`src/hdl/rast_pkg.sv`:
```
// shared types and constants of the range add / range sum tree
package rast_pkg;

  localparam int unsigned IDX_W = 11;
  localparam int unsigned OP_W  = 2;
  localparam int unsigned IN_W  = 32;
  localparam int unsigned OUT_W = 32;

  typedef enum logic [1:0] {
    OP_SET,
    OP_ADD,
    OP_SUM,
    OP_NONE
  } op_e;

  typedef enum logic [1:0] {
    PH_LEFT,
    PH_RIGHT,
    PH_ONLY
  } ph_e;

  typedef enum logic [1:0] {
    ADDR_P,
    ADDR_L,
    ADDR_R,
    ADDR_CLR
  } addr_e;

  typedef enum logic [2:0] {
    WR_ZERO,
    WR_SET,
    WR_ADD,
    WR_PUSHED,
    WR_PULL
  } wsel_e;

  typedef enum logic [1:0] {
    A_HOLD,
    A_V,
    A_PEND
  } asel_e;

  typedef enum logic [1:0] {
    L_HOLD,
    L_FULL,
    L_LEFT,
    L_RIGHT
  } lsel_e;

  typedef enum logic [2:0] {
    CUR_HOLD,
    CUR_LEFT,
    CUR_RIGHT,
    CUR_CHILD,
    CUR_POP
  } cur_e;

  typedef enum logic [4:0] {
    ST_CLEAR,
    ST_IDLE,
    ST_EVAL,
    ST_SET_RD,
    ST_SET_WR,
    ST_ADD_RD,
    ST_ADD_MUL,
    ST_ADD_WR,
    ST_SUM_RD,
    ST_SUM_ACC,
    ST_PD_RDP,
    ST_PD_RDL,
    ST_PD_MULL,
    ST_PD_WRL,
    ST_PD_RDR,
    ST_PD_MULR,
    ST_PD_WRR,
    ST_PD_WRP,
    ST_DESCEND,
    ST_RET,
    ST_RESUME,
    ST_PU_RDL,
    ST_PU_RDR,
    ST_PU_WR,
    ST_DONE
  } st_e;

  typedef struct packed {
    logic  start;
    logic  mem_rd;
    logic  mem_wr;
    addr_e addr;
    wsel_e wsel;
    asel_e asel;
    logic  ld_psum;
    lsel_e lsel;
    logic  mul;
    logic  acc_add;
    cur_e  cur;
    logic  stk_push;
    logic  stk_pop;
    ph_e   ph;
    logic  clr_inc;
    logic  load_out;
  } cmd_t;

  typedef struct packed {
    logic clr_last;
    logic start_ok;
    op_e  op;
    logic outside;
    logic covered;
    logic leaf;
    logic sp_zero;
    ph_e  ret_ph;
    logic out_full;
  } sts_t;

endpackage

```
`src/hdl/rast_ctrl.sv`:
```
// sequencer for tree traversal, push-down, pull-up and memory clearing
module rast_ctrl import rast_pkg::*; (
  input  logic clk_i,
  input  logic rst_ni,
  input  logic in_valid_i,
  output logic in_ready_o,
  input  logic out_ready_i,
  input  sts_t sts_i,
  output cmd_t cmd_o
);

  st_e state_q, state_d;

  always_ff @(posedge clk_i or negedge rst_ni) begin
    if (!rst_ni) begin
      state_q <= ST_CLEAR;
    end else begin
      state_q <= state_d;
    end
  end

  always_comb begin
    state_d    = state_q;
    cmd_o      = '0;
    in_ready_o = 1'b0;
    case (state_q)
      ST_CLEAR: begin
        cmd_o.mem_wr  = 1'b1;
        cmd_o.addr    = ADDR_CLR;
        cmd_o.wsel    = WR_ZERO;
        cmd_o.clr_inc = 1'b1;
        if (sts_i.clr_last) begin
          state_d = ST_IDLE;
        end
      end
      ST_IDLE: begin
        in_ready_o = 1'b1;
        if (in_valid_i) begin
          cmd_o.start = 1'b1;
          state_d = sts_i.start_ok ? ST_EVAL : ST_DONE;
        end
      end
      ST_EVAL: begin
        if (sts_i.op == OP_SET) begin
          state_d = sts_i.leaf ? ST_SET_RD : ST_PD_RDP;
        end else if (sts_i.outside) begin
          state_d = ST_RET;
        end else if (sts_i.covered) begin
          state_d = (sts_i.op == OP_ADD) ? ST_ADD_RD : ST_SUM_RD;
        end else begin
          state_d = ST_PD_RDP;
        end
      end
      ST_SET_RD: begin
        cmd_o.mem_rd = 1'b1;
        cmd_o.addr   = ADDR_P;
        state_d      = ST_SET_WR;
      end
      ST_SET_WR: begin
        cmd_o.mem_wr = 1'b1;
        cmd_o.addr   = ADDR_P;
        cmd_o.wsel   = WR_SET;
        state_d      = ST_RET;
      end
      ST_ADD_RD: begin
        cmd_o.mem_rd = 1'b1;
        cmd_o.addr   = ADDR_P;
        cmd_o.asel   = A_V;
        cmd_o.lsel   = L_FULL;
        state_d      = ST_ADD_MUL;
      end
      ST_ADD_MUL: begin
        cmd_o.mul = 1'b1;
        state_d   = ST_ADD_WR;
      end
      ST_ADD_WR: begin
        cmd_o.mem_wr = 1'b1;
        cmd_o.addr   = ADDR_P;
        cmd_o.wsel   = WR_ADD;
        state_d      = ST_RET;
      end
      ST_SUM_RD: begin
        cmd_o.mem_rd = 1'b1;
        cmd_o.addr   = ADDR_P;
        state_d      = ST_SUM_ACC;
      end
      ST_SUM_ACC: begin
        cmd_o.acc_add = 1'b1;
        state_d       = ST_RET;
      end
      ST_PD_RDP: begin
        cmd_o.mem_rd = 1'b1;
        cmd_o.addr   = ADDR_P;
        state_d      = ST_PD_RDL;
      end
      ST_PD_RDL: begin
        cmd_o.asel    = A_PEND;
        cmd_o.ld_psum = 1'b1;
        cmd_o.mem_rd  = 1'b1;
        cmd_o.addr    = ADDR_L;
        cmd_o.lsel    = L_LEFT;
        state_d       = ST_PD_MULL;
      end
      ST_PD_MULL: begin
        cmd_o.mul = 1'b1;
        state_d   = ST_PD_WRL;
      end
      ST_PD_WRL: begin
        cmd_o.mem_wr = 1'b1;
        cmd_o.addr   = ADDR_L;
        cmd_o.wsel   = WR_ADD;
        state_d      = ST_PD_RDR;
      end
      ST_PD_RDR: begin
        cmd_o.mem_rd = 1'b1;
        cmd_o.addr   = ADDR_R;
        cmd_o.lsel   = L_RIGHT;
        state_d      = ST_PD_MULR;
      end
      ST_PD_MULR: begin
        cmd_o.mul = 1'b1;
        state_d   = ST_PD_WRR;
      end
      ST_PD_WRR: begin
        cmd_o.mem_wr = 1'b1;
        cmd_o.addr   = ADDR_R;
        cmd_o.wsel   = WR_ADD;
        state_d      = ST_PD_WRP;
      end
      ST_PD_WRP: begin
        cmd_o.mem_wr = 1'b1;
        cmd_o.addr   = ADDR_P;
        cmd_o.wsel   = WR_PUSHED;
        state_d      = ST_DESCEND;
      end
      ST_DESCEND: begin
        cmd_o.stk_push = 1'b1;
        if (sts_i.op == OP_SET) begin
          cmd_o.ph  = PH_ONLY;
          cmd_o.cur = CUR_CHILD;
        end else begin
          cmd_o.ph  = PH_LEFT;
          cmd_o.cur = CUR_LEFT;
        end
        state_d = ST_EVAL;
      end
      ST_RET: begin
        if (sts_i.sp_zero) begin
          state_d = ST_DONE;
        end else begin
          cmd_o.stk_pop = 1'b1;
          cmd_o.cur     = CUR_POP;
          state_d       = ST_RESUME;
        end
      end
      ST_RESUME: begin
        if (sts_i.ret_ph == PH_LEFT) begin
          cmd_o.stk_push = 1'b1;
          cmd_o.ph       = PH_RIGHT;
          cmd_o.cur      = CUR_RIGHT;
          state_d        = ST_EVAL;
        end else if (sts_i.op == OP_SUM) begin
          state_d = ST_RET;
        end else begin
          state_d = ST_PU_RDL;
        end
      end
      ST_PU_RDL: begin
        cmd_o.mem_rd = 1'b1;
        cmd_o.addr   = ADDR_L;
        state_d      = ST_PU_RDR;
      end
      ST_PU_RDR: begin
        cmd_o.ld_psum = 1'b1;
        cmd_o.mem_rd  = 1'b1;
        cmd_o.addr    = ADDR_R;
        state_d       = ST_PU_WR;
      end
      ST_PU_WR: begin
        cmd_o.mem_wr = 1'b1;
        cmd_o.addr   = ADDR_P;
        cmd_o.wsel   = WR_PULL;
        state_d      = ST_RET;
      end
      ST_DONE: begin
        if (!sts_i.out_full || out_ready_i) begin
          cmd_o.load_out = 1'b1;
          state_d        = ST_IDLE;
        end
      end
      default: begin
        state_d = ST_IDLE;
      end
    endcase
  end

endmodule

```
`config.mk`:
```
export PLATFORM = sky130hd
export DESIGN_NAME = rast_ctrl
export DESIGN_NICKNAME = d
export VERILOG_FILES = /design/src/hdl/rast_pkg.sv /design/src/hdl/rast_ctrl.sv
export SDC_FILE = /design/constraint.sdc
export NUM_CORES = 1
export LEC_CHECK = 0
export BUFFER_PORTS_ARGS = -buffer_cell sky130_fd_sc_hd__buf_2
export CAP_MARGIN = 10
export CORE_MARGIN = 5
export CORE_UTILIZATION = 47
export CTS_CLUSTER_SIZE = 10
export DETAILED_ROUTE_END_ITERATION = 8
export GPL_TIMING_DRIVEN = 1
export MAX_ROUTING_LAYER = met4
export PLACE_DENSITY = 0.77
export SLEW_MARGIN = 10
export SYNTH_ARGS = -nofsm -noshare
export SYNTH_HDL_FRONTEND = slang
export SYNTH_SLANG_ARGS = --single-unit
export TNS_END_PERCENT = 1
```
`constraint.sdc`:
```
create_clock -name clk_i -period 2 [get_ports clk_i]
set_clock_uncertainty 0.15 [all_clocks]
set_input_delay 0.2 -clock clk_i [delete_from_list [all_inputs] [get_ports clk_i]]
set_output_delay 0.2 -clock clk_i [all_outputs]
set_load 0.05 [all_outputs]
```
# Yosys cells after proc, flatten, opt, wreduce, memory -nomap -nowiden
# Cells that the tools add are included.
# word_totals
inputBits	15
ff_bits	5
out_inout_bits	25
wordCells	82
# op_classes
reduce_logical	14
n_mux	38
eq_ne	29
# op_table
operator	count
$pmux 5 s22	1
$eq 5x5->1 const B	9
$eq 5x4->1 const B	8
$mux 5	7
$eq 5x3->1 const B	4
$mux 4	4
$mux 1	14
$pmux 2 s3	2
$pmux 3 s4	1
$reduce_or 3->1	4
$eq 5x2->1 const B	2
$mux 3	3
$pmux 3 s3	1
$pmux 2 s2	2
$reduce_or 8->1	1
$reduce_or 7->1	1
$ne 2x2->1 const B	3
$eq 5x1->1 const B	1
$logic_not 5->1	1
$logic_not 2->1	2
$mux 2	2
$reduce_or 4->1	1
$reduce_and 3->1	1
$eq 2x1->1 const B	1
5 further kinds	5

# Depth between registers and ports, before layout
# Gate-level depths: netlist (run 1).
# logic_depth
word_depth	6
ltp_mapped	6
ltp_nobuf	5

# Worst setup path before layout (run 1)
# Ideal clock, no wire load.
# synth_timing
path_kind	reg2out
from	reg state_q[0]
to	out cmd_o[19] (netlist name)
arrival_time_ns	2.447
stages_incl_launch_ff	6
path_buffers	2
slack_ns	-0.797
cell_sequence	dfrtp_1 buf_2 buf_4 nand2_1 nor3_1 o21bai_1
# synth_lines
element	line_no	rtl
start: declaration	rast_ctrl.sv:12	st_e state_q, state_d;
start signal: assignment	rast_ctrl.sv:18	state_q <= state_d;
end: declaration	rast_ctrl.sv:9	output cmd_t cmd_o

==> flow_summary.ini, run 1 <==
[power]
power_density_nw_per_um2 = 1790
worst_ir_drop_vdd_uv = 1450
power.switching_mw = 1.45
p_int_mw = 0.994
power.share.clock_pct = 5.0
sw_frac_of_total_pct = 59.3
power.leakage_nw = 0.638
seq_power_share_pct = 8.9
pwr-share-comb_pct = 86.1

[logic_synthesis]
ys_ff_latch = 5
syn-instance-count = 150
synthFlopType = dfrtp_1
synth-xor-area-share_pct = 1.87
synth-simple-area-share_pct = 40.4
synth_compound_area_share_pct = 31.5
synth_fa_ha_area_share_pct = 0
syn_nets = 165
syn_avg_cell_area_um2 = 6.23
synthArstFlopShare_pct = 100
ys_warn_count = 0
synth-edff-count = 0
synth_cell_types = 44
syn_area_um2 = 935
synth_mux_area_share_pct = 1.20
ys_seq_area_share_pct = 13.4
synth_top_family_by_area = simple AND/OR/NAND/NOR gates

[cts]
clk_pin_slew_ns = 0.05
cts_tree = built
cts.sinks = 5
h-tree-depth = 1
clock_latency_ns = 0.25
clockRootBuffer = clkbuf_4
clk_path_buf_depth = 2
cts_buffers = 3

[min_path]
hold_path_class = input pin to async pin

[global_route]
grtUsageTotal_pct = 23.3
grt_overflow_total = 0
grt_pass1_vias = 1187
grt_max_degree = 32
antenna_found_initial = 0
grt_pass1_wl_um = 5040

[die]
die-width_um = 54.6
initial_utilization_pct = 48.6
die_h_um = 54.6
die_area_um2 = 2980
core_um2 = 1920
fp-row-count = 16
ios = 40

[layout]
antenna_cells = 0
area_delta_synth_final_pct = 45.6
final_common_cell = buf_2
top_regs = state_q x5
drive_gt1_share_pct = 37.4
largest_reg_flops = 5
multi_input_area_um2 = 738
seq_area_um2 = 129
fillCellCount = 170
final_cell_mix = buf_2 (27), buf_4 (21), nor2_1 (19)
stdcell_area_um2 = 1360
regMostFlops = state_q
num-nets-final = 214

[sta]
min_period_ns = 1.96
setup_viol = 0
worst_slack_ns = 0.0394
worst_pin_slew_ns = 0.308
fin_tns_setup_ns = 0
drv_slew = 0
relSlewSlack_pct = 79.2
fin_crit_sh_pct = 98.0
timing.fmax_mhz = 510
hold_viol = 0

[setup_path]
crit_chain = buf_4, or2b_1, o32ai_2, buf_4
r2r_cells = 6
max_stage_delay_ns = 0.45
criticalPathCategory = flop to output pin
slowest_stage = dfrtp_2
critical_path.endpoint_type = output pin
startpoint_type = flop
r2r_start = state_q[2]
rrSetupSlack_ns = 0.25
cp_common_cell = buf_4
r2r-end = state_q[0]
cp.arrival_ns = 1.61
critPathRequiredTime_ns = 1.65
cp_max_fo = 6

[placement]
port_buffers = 39
dp_hpwl_um = 2340
gp_congestion = 0.907
dp_slack_ns = 0.154
dpl-instance-area_um2 = 1240

[status]
status = finished clean

[routing]
viasPerCell = 5.81
wl_per_cell_um = 14.5
firstDrtPassIters = 5
vias = 1307
drc = 0
ant_nets = 0
first_iter_violations = 68
routed_wl_um = 3270

[flow_run]
maxCapViolCount = 0
==> Yosys cell counts (2+ instances only) <==
cell type	number	area, um^2
o32ai_1	2	17.5
and2_1	3	18.8
nor3_1	9	45.0
o21ai_0	15	75.1
a31oi_1	4	25.0
buf_2	6	30.0
inv_1	7	26.3
buf_4	5	37.5
a22oi_1	2	15.0
dfrtp_1	5	125
nand4_1	3	18.8
nor2b_1	6	37.5
nand3_1	4	20.0
nand2b_1	3	18.8
nor2_1	21	78.8
nand2_1	13	48.8
a211oi_1	2	15.0
a21oi_1	14	70.1
==> power by group through the flow <==
stage	clock network [mW]	logic (mW)	registers, mW
2_1_floorplan	0	1.44	0.176
3_3_place_gp	0	1.92	0.209
4_1_cts	0.123	1.99	0.216
5_1_grt	0.129	2.26	0.218
3_5_place_dp	0	1.93	0.212
6_report	0.123	2.10	0.217
==> metal layers <==
metal	up-vias	wire length, um	track usage, %
li1	639	-	-
met1	573	1290	27.9
met2	87	1640	39.4
met3	8	285	3.27
met4	0	46	8.71
met5	-	0	-
==> worst max-delay path, delay by kind of cell (launching register included) <==
family,cells,cell delay (ns)
AND/OR/NAND/NOR,1,0.29
AO/OA/AOI/OAI,1,0.21
buffers and inverters,2,0.41
flip-flops,1,0.45
==> cell type report <==
| cell class | instances | area share, % |
|---|---|---|
| Tap cell | 27 | 2.48 |
| Timing Repair Buffer | 56 | 29.2 |
| Inverter | 8 | 2.67 |
| Sequential cell | 5 | 9.47 |
| Multi-Input combinational cell | 125 | 54.2 |
| Clock buffer | 4 | 1.93 |
==> stage by stage <==
step                utilization [%]  instances  total power, mW  hold slack, ns
floorplan                         -        150             1.62          -0.246
global placement               64.6        218             2.13          -0.131
detailed placement             64.6        218             2.14          -0.132
CTS                            67.8        223             2.33           0.141
global route                   70.8        225             2.60           0.169
finish                         70.8        225             2.44           0.141
==> cells by family (layout without fill, tap and decap cells) <==
family,Yosys count,after routing
buf+inv,20,68
compound gates,48,48
simple gates,74,74
mux,1,1
xor+xnor,2,2
flops,5,5
==> worst max-delay path by stage <==
stage | from | depth (start not counted) | slack (ns) | end
2_1_floorplan | state_q[2] | 4 | -0.36 | cmd_o[4]
3_3_place_gp | state_q[3] | 5 | 0.19 | cmd_o[23]
3_5_place_dp | state_q[3] | 6 | 0.15 | cmd_o[10]
4_1_cts | state_q[3] | 4 | 0.007 | cmd_o[11]
5_1_grt | state_q[2] | 6 | -0.00002 | cmd_o[20]
6_report | state_q[3] | 4 | 0.04 | cmd_o[17]
==> what timing repair did <==
action                                  CTS  global route
resized for setup                        11            16
buffers inserted                          0             2
endpoints found under the hold margin     5             0
endpoints found under the setup margin   15            15
hold buffers                              1             0
No activity file was read; power rests on OpenSTA's default activity.
==> run 2: changes to the inputs <==
--- a/config.mk
+++ b/config.mk
@@ -8,12 +8,12 @@
 export BUFFER_PORTS_ARGS = -buffer_cell sky130_fd_sc_hd__buf_2
 export CAP_MARGIN = 10
 export CORE_MARGIN = 5
-export CORE_UTILIZATION = 47
+export CORE_UTILIZATION = 51
 export CTS_CLUSTER_SIZE = 10
 export DETAILED_ROUTE_END_ITERATION = 8
 export GPL_TIMING_DRIVEN = 1
 export MAX_ROUTING_LAYER = met4
-export PLACE_DENSITY = 0.77
+export PLACE_DENSITY = 0.83
 export SLEW_MARGIN = 10
 export SYNTH_ARGS = -nofsm -noshare
 export SYNTH_HDL_FRONTEND = slang
==> constraint.sdc (replaced) <==
create_clock -name clk_i -period 2.4 [get_ports clk_i]
set_clock_uncertainty 0.15 [all_clocks]
set_input_delay 0.24 -clock clk_i [delete_from_list [all_inputs] [get_ports clk_i]]
set_output_delay 0.24 -clock clk_i [all_outputs]
set_load 0.05 [all_outputs]
==> flow_summary.ini, run 2 (synthesized netlist as in run 1, its figures left out) <==
[global_route]
grt_pass1_vias = 1167
grtUsageTotal_pct = 24.3
grt_pass1_wl_um = 5020
grt_overflow_total = 0
grt_max_degree = 23
antenna_found_initial = 0

[setup_path]
path_buf_inv = 2
startpoint_type = flop
slowest_stage = dfrtp_1
criticalPathCategory = flop to output pin
max_stage_delay_ns = 0.55
cp_max_fo = 16
cp_top_family = flip-flops
cp.arrival_ns = 1.89
critical_path.endpoint_type = output pin
crit_chain = buf_4, nand2b_1, nor2b_1, and2_1, buf_2
critPathRequiredTime_ns = 2.01

[die]
core_um2 = 1730
die-width_um = 52.8
ios = 40
fp-row-count = 15
die_area_um2 = 2790
initial_utilization_pct = 54.1
die_h_um = 52.8

[layout]
final_core_util_pct = 67.8
area_delta_synth_final_pct = 25.2
regMostFlops = state_q
largest_reg_flops = 5
multi_input_area_um2 = 706
antenna_cells = 0
top_regs = state_q x5
fin_cells = 213
stdcell_area_um2 = 1170
seq_area_um2 = 126
fillCellCount = 168
num-nets-final = 204
drive_gt1_share_pct = 28.7
final_cell_mix = buf_2 (39), nor2_1 (21), o21ai_0 (15)
final_common_cell = buf_2

[placement]
port_buffers = 39
gp_congestion = 0.960
dpl-instance-area_um2 = 1130
dp_slack_ns = 0.369
dp.cells = 208
dp_hpwl_um = 2340

[sta]
hold_slack_ns = 0.179
drv_slew = 0
worst_slack_ns = 0.119
hold_viol = 0
relSlewSlack_pct = 67.4
setup_viol = 0
rsz0062_at_grt = false
timing.fmax_mhz = 438
fin_tns_setup_ns = 0
worst_pin_slew_ns = 0.485
min_period_ns = 2.28
fin_crit_sh_pct = 95.0

[cts]
cts_tree = built
clk_path_buf_depth = 2
clk_pin_slew_ns = 0.04
clock_latency_ns = 0.24
cts_buffers = 3
cts.sinks = 5
h-tree-depth = 1
postCtsSetupBuffers = 0
clockRootBuffer = clkbuf_4

[routing]
firstDrtPassIters = 5
wl_per_cell_um = 14.5
drc = 0
viasPerCell = 6.05
routed_wl_um = 3090
ant_nets = 0
vias = 1289
first_iter_violations = 83

[status]
status = finished clean

[power]
power.leakage_nw = 0.571
worst_ir_drop_vdd_uv = 864
p_total_mw = 1.73
power_density_nw_per_um2 = 1480

[min_path]
hold_path_class = input pin to async pin

[flow_run]
maxCapViolCount = 0
==> run 2: cell types whose count changed in the layout (fill, tap and decap cells not counted), sizes merged <==
cell	before	now
clkinvlp	1	0
inv	7	8
buf	53	45
clkbuf	6	4
==> run 2: final cells by class <==
class,instances,share of cell area [%]
multi-input combinational,125,60.3
timing repair buffer,46,21.4
sequential,5,10.8
tap,25,2.67
inverter,8,2.57
clock buffer,4,2.25
==> run 2: report_power, final <==
| group | switching [mW] | internal [mW] |
|---|---|---|
| combinational | 0.970 | 0.422 |
| clock | 0.0348 | 0.0629 |
| sequential | 0.121 | 0.122 |
| total | 1.13 | 0.607 |
==> run 2: per-layer routing <==
layer / GRT usage, % / vias to the layer above / share of wire (%) / wire length [um]
li1: - / 624 / - / -
met5: - / - / 0 / 0
met4: 6.81 / 0 / 1.4 / 42
met3: 2.28 / 8 / 11 / 346
met1: 29.6 / 571 / 39 / 1220
met2: 42.4 / 86 / 48 / 1480
==> run 2: worst paths after layout <==
kind | endpoint | from | cells past startpoint | slack, ns
max | cmd_o[23] | state_q[1] | 5 | 0.12
min | state_q[3] | rst_ni | 2 | 0.18
max reg2reg | state_q[0] | state_q[2] | 5 | 0.41
min reg2reg | state_q[1] | state_q[4] | 3 | 0.66
max in group asynchronous | state_q[0] | rst_ni | 2 | 1.78
min in group clk_i | state_q[0] | sts_i[10] | 3 | 0.21
==> run 2: repair_timing <==
| item | CTS | global route |
|---|---|---|
| gates resized for setup | 0 | 1 |
| endpoints found under the hold margin | 5 | 0 |
| hold buffers | 1 | 0 |
| setup endpoints to repair | 0 | 3 |
==> run 3: changes to the inputs <==
--- a/config.mk
+++ b/config.mk
@@ -6,14 +6,14 @@
 export NUM_CORES = 1
 export LEC_CHECK = 0
 export BUFFER_PORTS_ARGS = -buffer_cell sky130_fd_sc_hd__buf_2
-export CAP_MARGIN = 10
+export CAP_MARGIN = 0
 export CORE_MARGIN = 5
 export CORE_UTILIZATION = 51
 export CTS_CLUSTER_SIZE = 10
 export DETAILED_ROUTE_END_ITERATION = 8
 export GPL_TIMING_DRIVEN = 1
 export MAX_ROUTING_LAYER = met4
-export PLACE_DENSITY = 0.83
+export PLACE_DENSITY = 0.82
 export SLEW_MARGIN = 10
 export SYNTH_ARGS = -nofsm -noshare
 export SYNTH_HDL_FRONTEND = slang
==> flow_summary.ini, run 3 (synthesized netlist as in run 1, its figures left out) <==
[cts]
clk_path_buf_depth = 2
clk_pin_slew_ns = 0.05
h-tree-depth = 1
clockRootBuffer = clkbuf_4
clock_latency_ns = 0.26
cts_tree = built
postCtsSetupBuffers = 0
cts_buffers = 3
cts.sinks = 5

[die]
die-width_um = 52.8
ios = 40
die_area_um2 = 2790
initial_utilization_pct = 54.1
die_h_um = 52.8
core_um2 = 1730
fp-row-count = 15

[setup_path]
critical_path.endpoint_type = output pin
critPathRequiredTime_ns = 2.01
cp_max_fo = 20
startpoint_type = flop
cp.arrival_ns = 1.87
criticalPathCategory = flop to output pin

[global_route]
grt_overflow_total = 0
grt_pass1_wl_um = 4950
grt_pass1_vias = 1086
grtUsageTotal_pct = 24.4
antenna_found_initial = 0
grt_max_degree = 23

[status]
status = finished clean

[placement]
gp_congestion = 1.04
dp_slack_ns = 0.354
port_buffers = 39
dp_hpwl_um = 2350
dpl-instance-area_um2 = 1140

[sta]
timing.fmax_mhz = 443
min_period_ns = 2.26
worst_pin_slew_ns = 0.414
setup_viol = 0
drv_slew = 0
relSlewSlack_pct = 72.2
fin_crit_sh_pct = 94.1
hold_slack_ns = 0.175
worst_slack_ns = 0.141
hold_viol = 0

[routing]
routed_wl_um = 3170
first_iter_violations = 98
ant_nets = 0
drc = 0
vias = 1312
viasPerCell = 6.13
wl_per_cell_um = 14.8
firstDrtPassIters = 5

[layout]
final_cell_mix = buf_2 (38), nor2_1 (21), o21ai_0 (15)
stdcell_area_um2 = 1180
drive_gt1_share_pct = 29.6
regMostFlops = state_q
top_regs = state_q x5
largest_reg_flops = 5
antenna_cells = 0
final_common_cell = buf_2
num-nets-final = 205
area_delta_synth_final_pct = 26.4

[power]
power_density_nw_per_um2 = 1500
power.leakage_nw = 0.575
worst_ir_drop_vdd_uv = 1140

[min_path]
hold_path_class = input pin to async pin

[flow_run]
maxCapViolCount = 0
## run 3: cell types whose count changed in the layout (fill, tap and decap cells not counted), sizes merged
cell    delta
clkbuf     +1
## run 3: final cells by class
| class | instances | area [um^2] |
|---|---|---|
| well taps | 25 | 31.3 |
| flip-flops and latches | 5 | 128 |
| multi-input cells | 125 | 706 |
| repair buffers | 47 | 260 |
| clock buffers | 4 | 26.3 |
| fillers | 148 | 546 |
| inverters | 8 | 30.0 |
## run 3: repair_timing
item,CTS,global route
hold buffers,1,0
hold endpoints to repair,5,0
endpoints found under the setup margin,0,3
gates resized for setup,0,3
## run 3: path summary, 6_finish.rpt
kind | from | endpoint | slack (ns) | cells after the start
hold reg to reg | state_q[3] | state_q[4] | 0.68 | 2
hold / removal | rst_ni | state_q[3] | 0.17 | 2
max in group asynchronous | rst_ni | state_q[0] | 1.77 | 2
setup / recovery | state_q[2] | cmd_o[23] | 0.14 | 5
setup reg to reg | state_q[2] | state_q[0] | 0.49 | 5
min in group clk_i | sts_i[10] | state_q[0] | 0.19 | 3
## run 3: layer usage
metal | GRT usage (%) | part of all wire, %
met1 | 29.3 | 38
met4 | 8.94 | 3.3
met2 | 39.7 | 47
met3 | 5.41 | 11
met5 | - | 0
## run 3: worst max-delay path, cell delays in order, from the launching register on
cell     delay (ns)
dfrtp_1        0.43
buf_4          0.24
nor3_1         0.35
nor2b_1        0.21
and2_1         0.13
buf_2          0.25
## run 3: stage by stage
stage	power, mW	std cells	utilization (%)	setup TNS, ns
2_1_floorplan	1.33	150	-	-0.271
3_3_place_gp	1.59	209	66.0	0
3_5_place_dp	1.62	209	66.0	0
4_1_cts	1.73	214	68.1	0
5_1_grt	1.87	214	68.4	-0.00261
6_report	1.78	214	68.4	0
## run 3: power by group
| part | switching (mW) | internal (mW) | leakage [nW] |
|---|---|---|---|
| registers | 0.131 | 0.124 | 0.0614 |
| logic | 0.977 | 0.435 | 0.499 |
| clock network | 0.0452 | 0.0635 | 0.0150 |
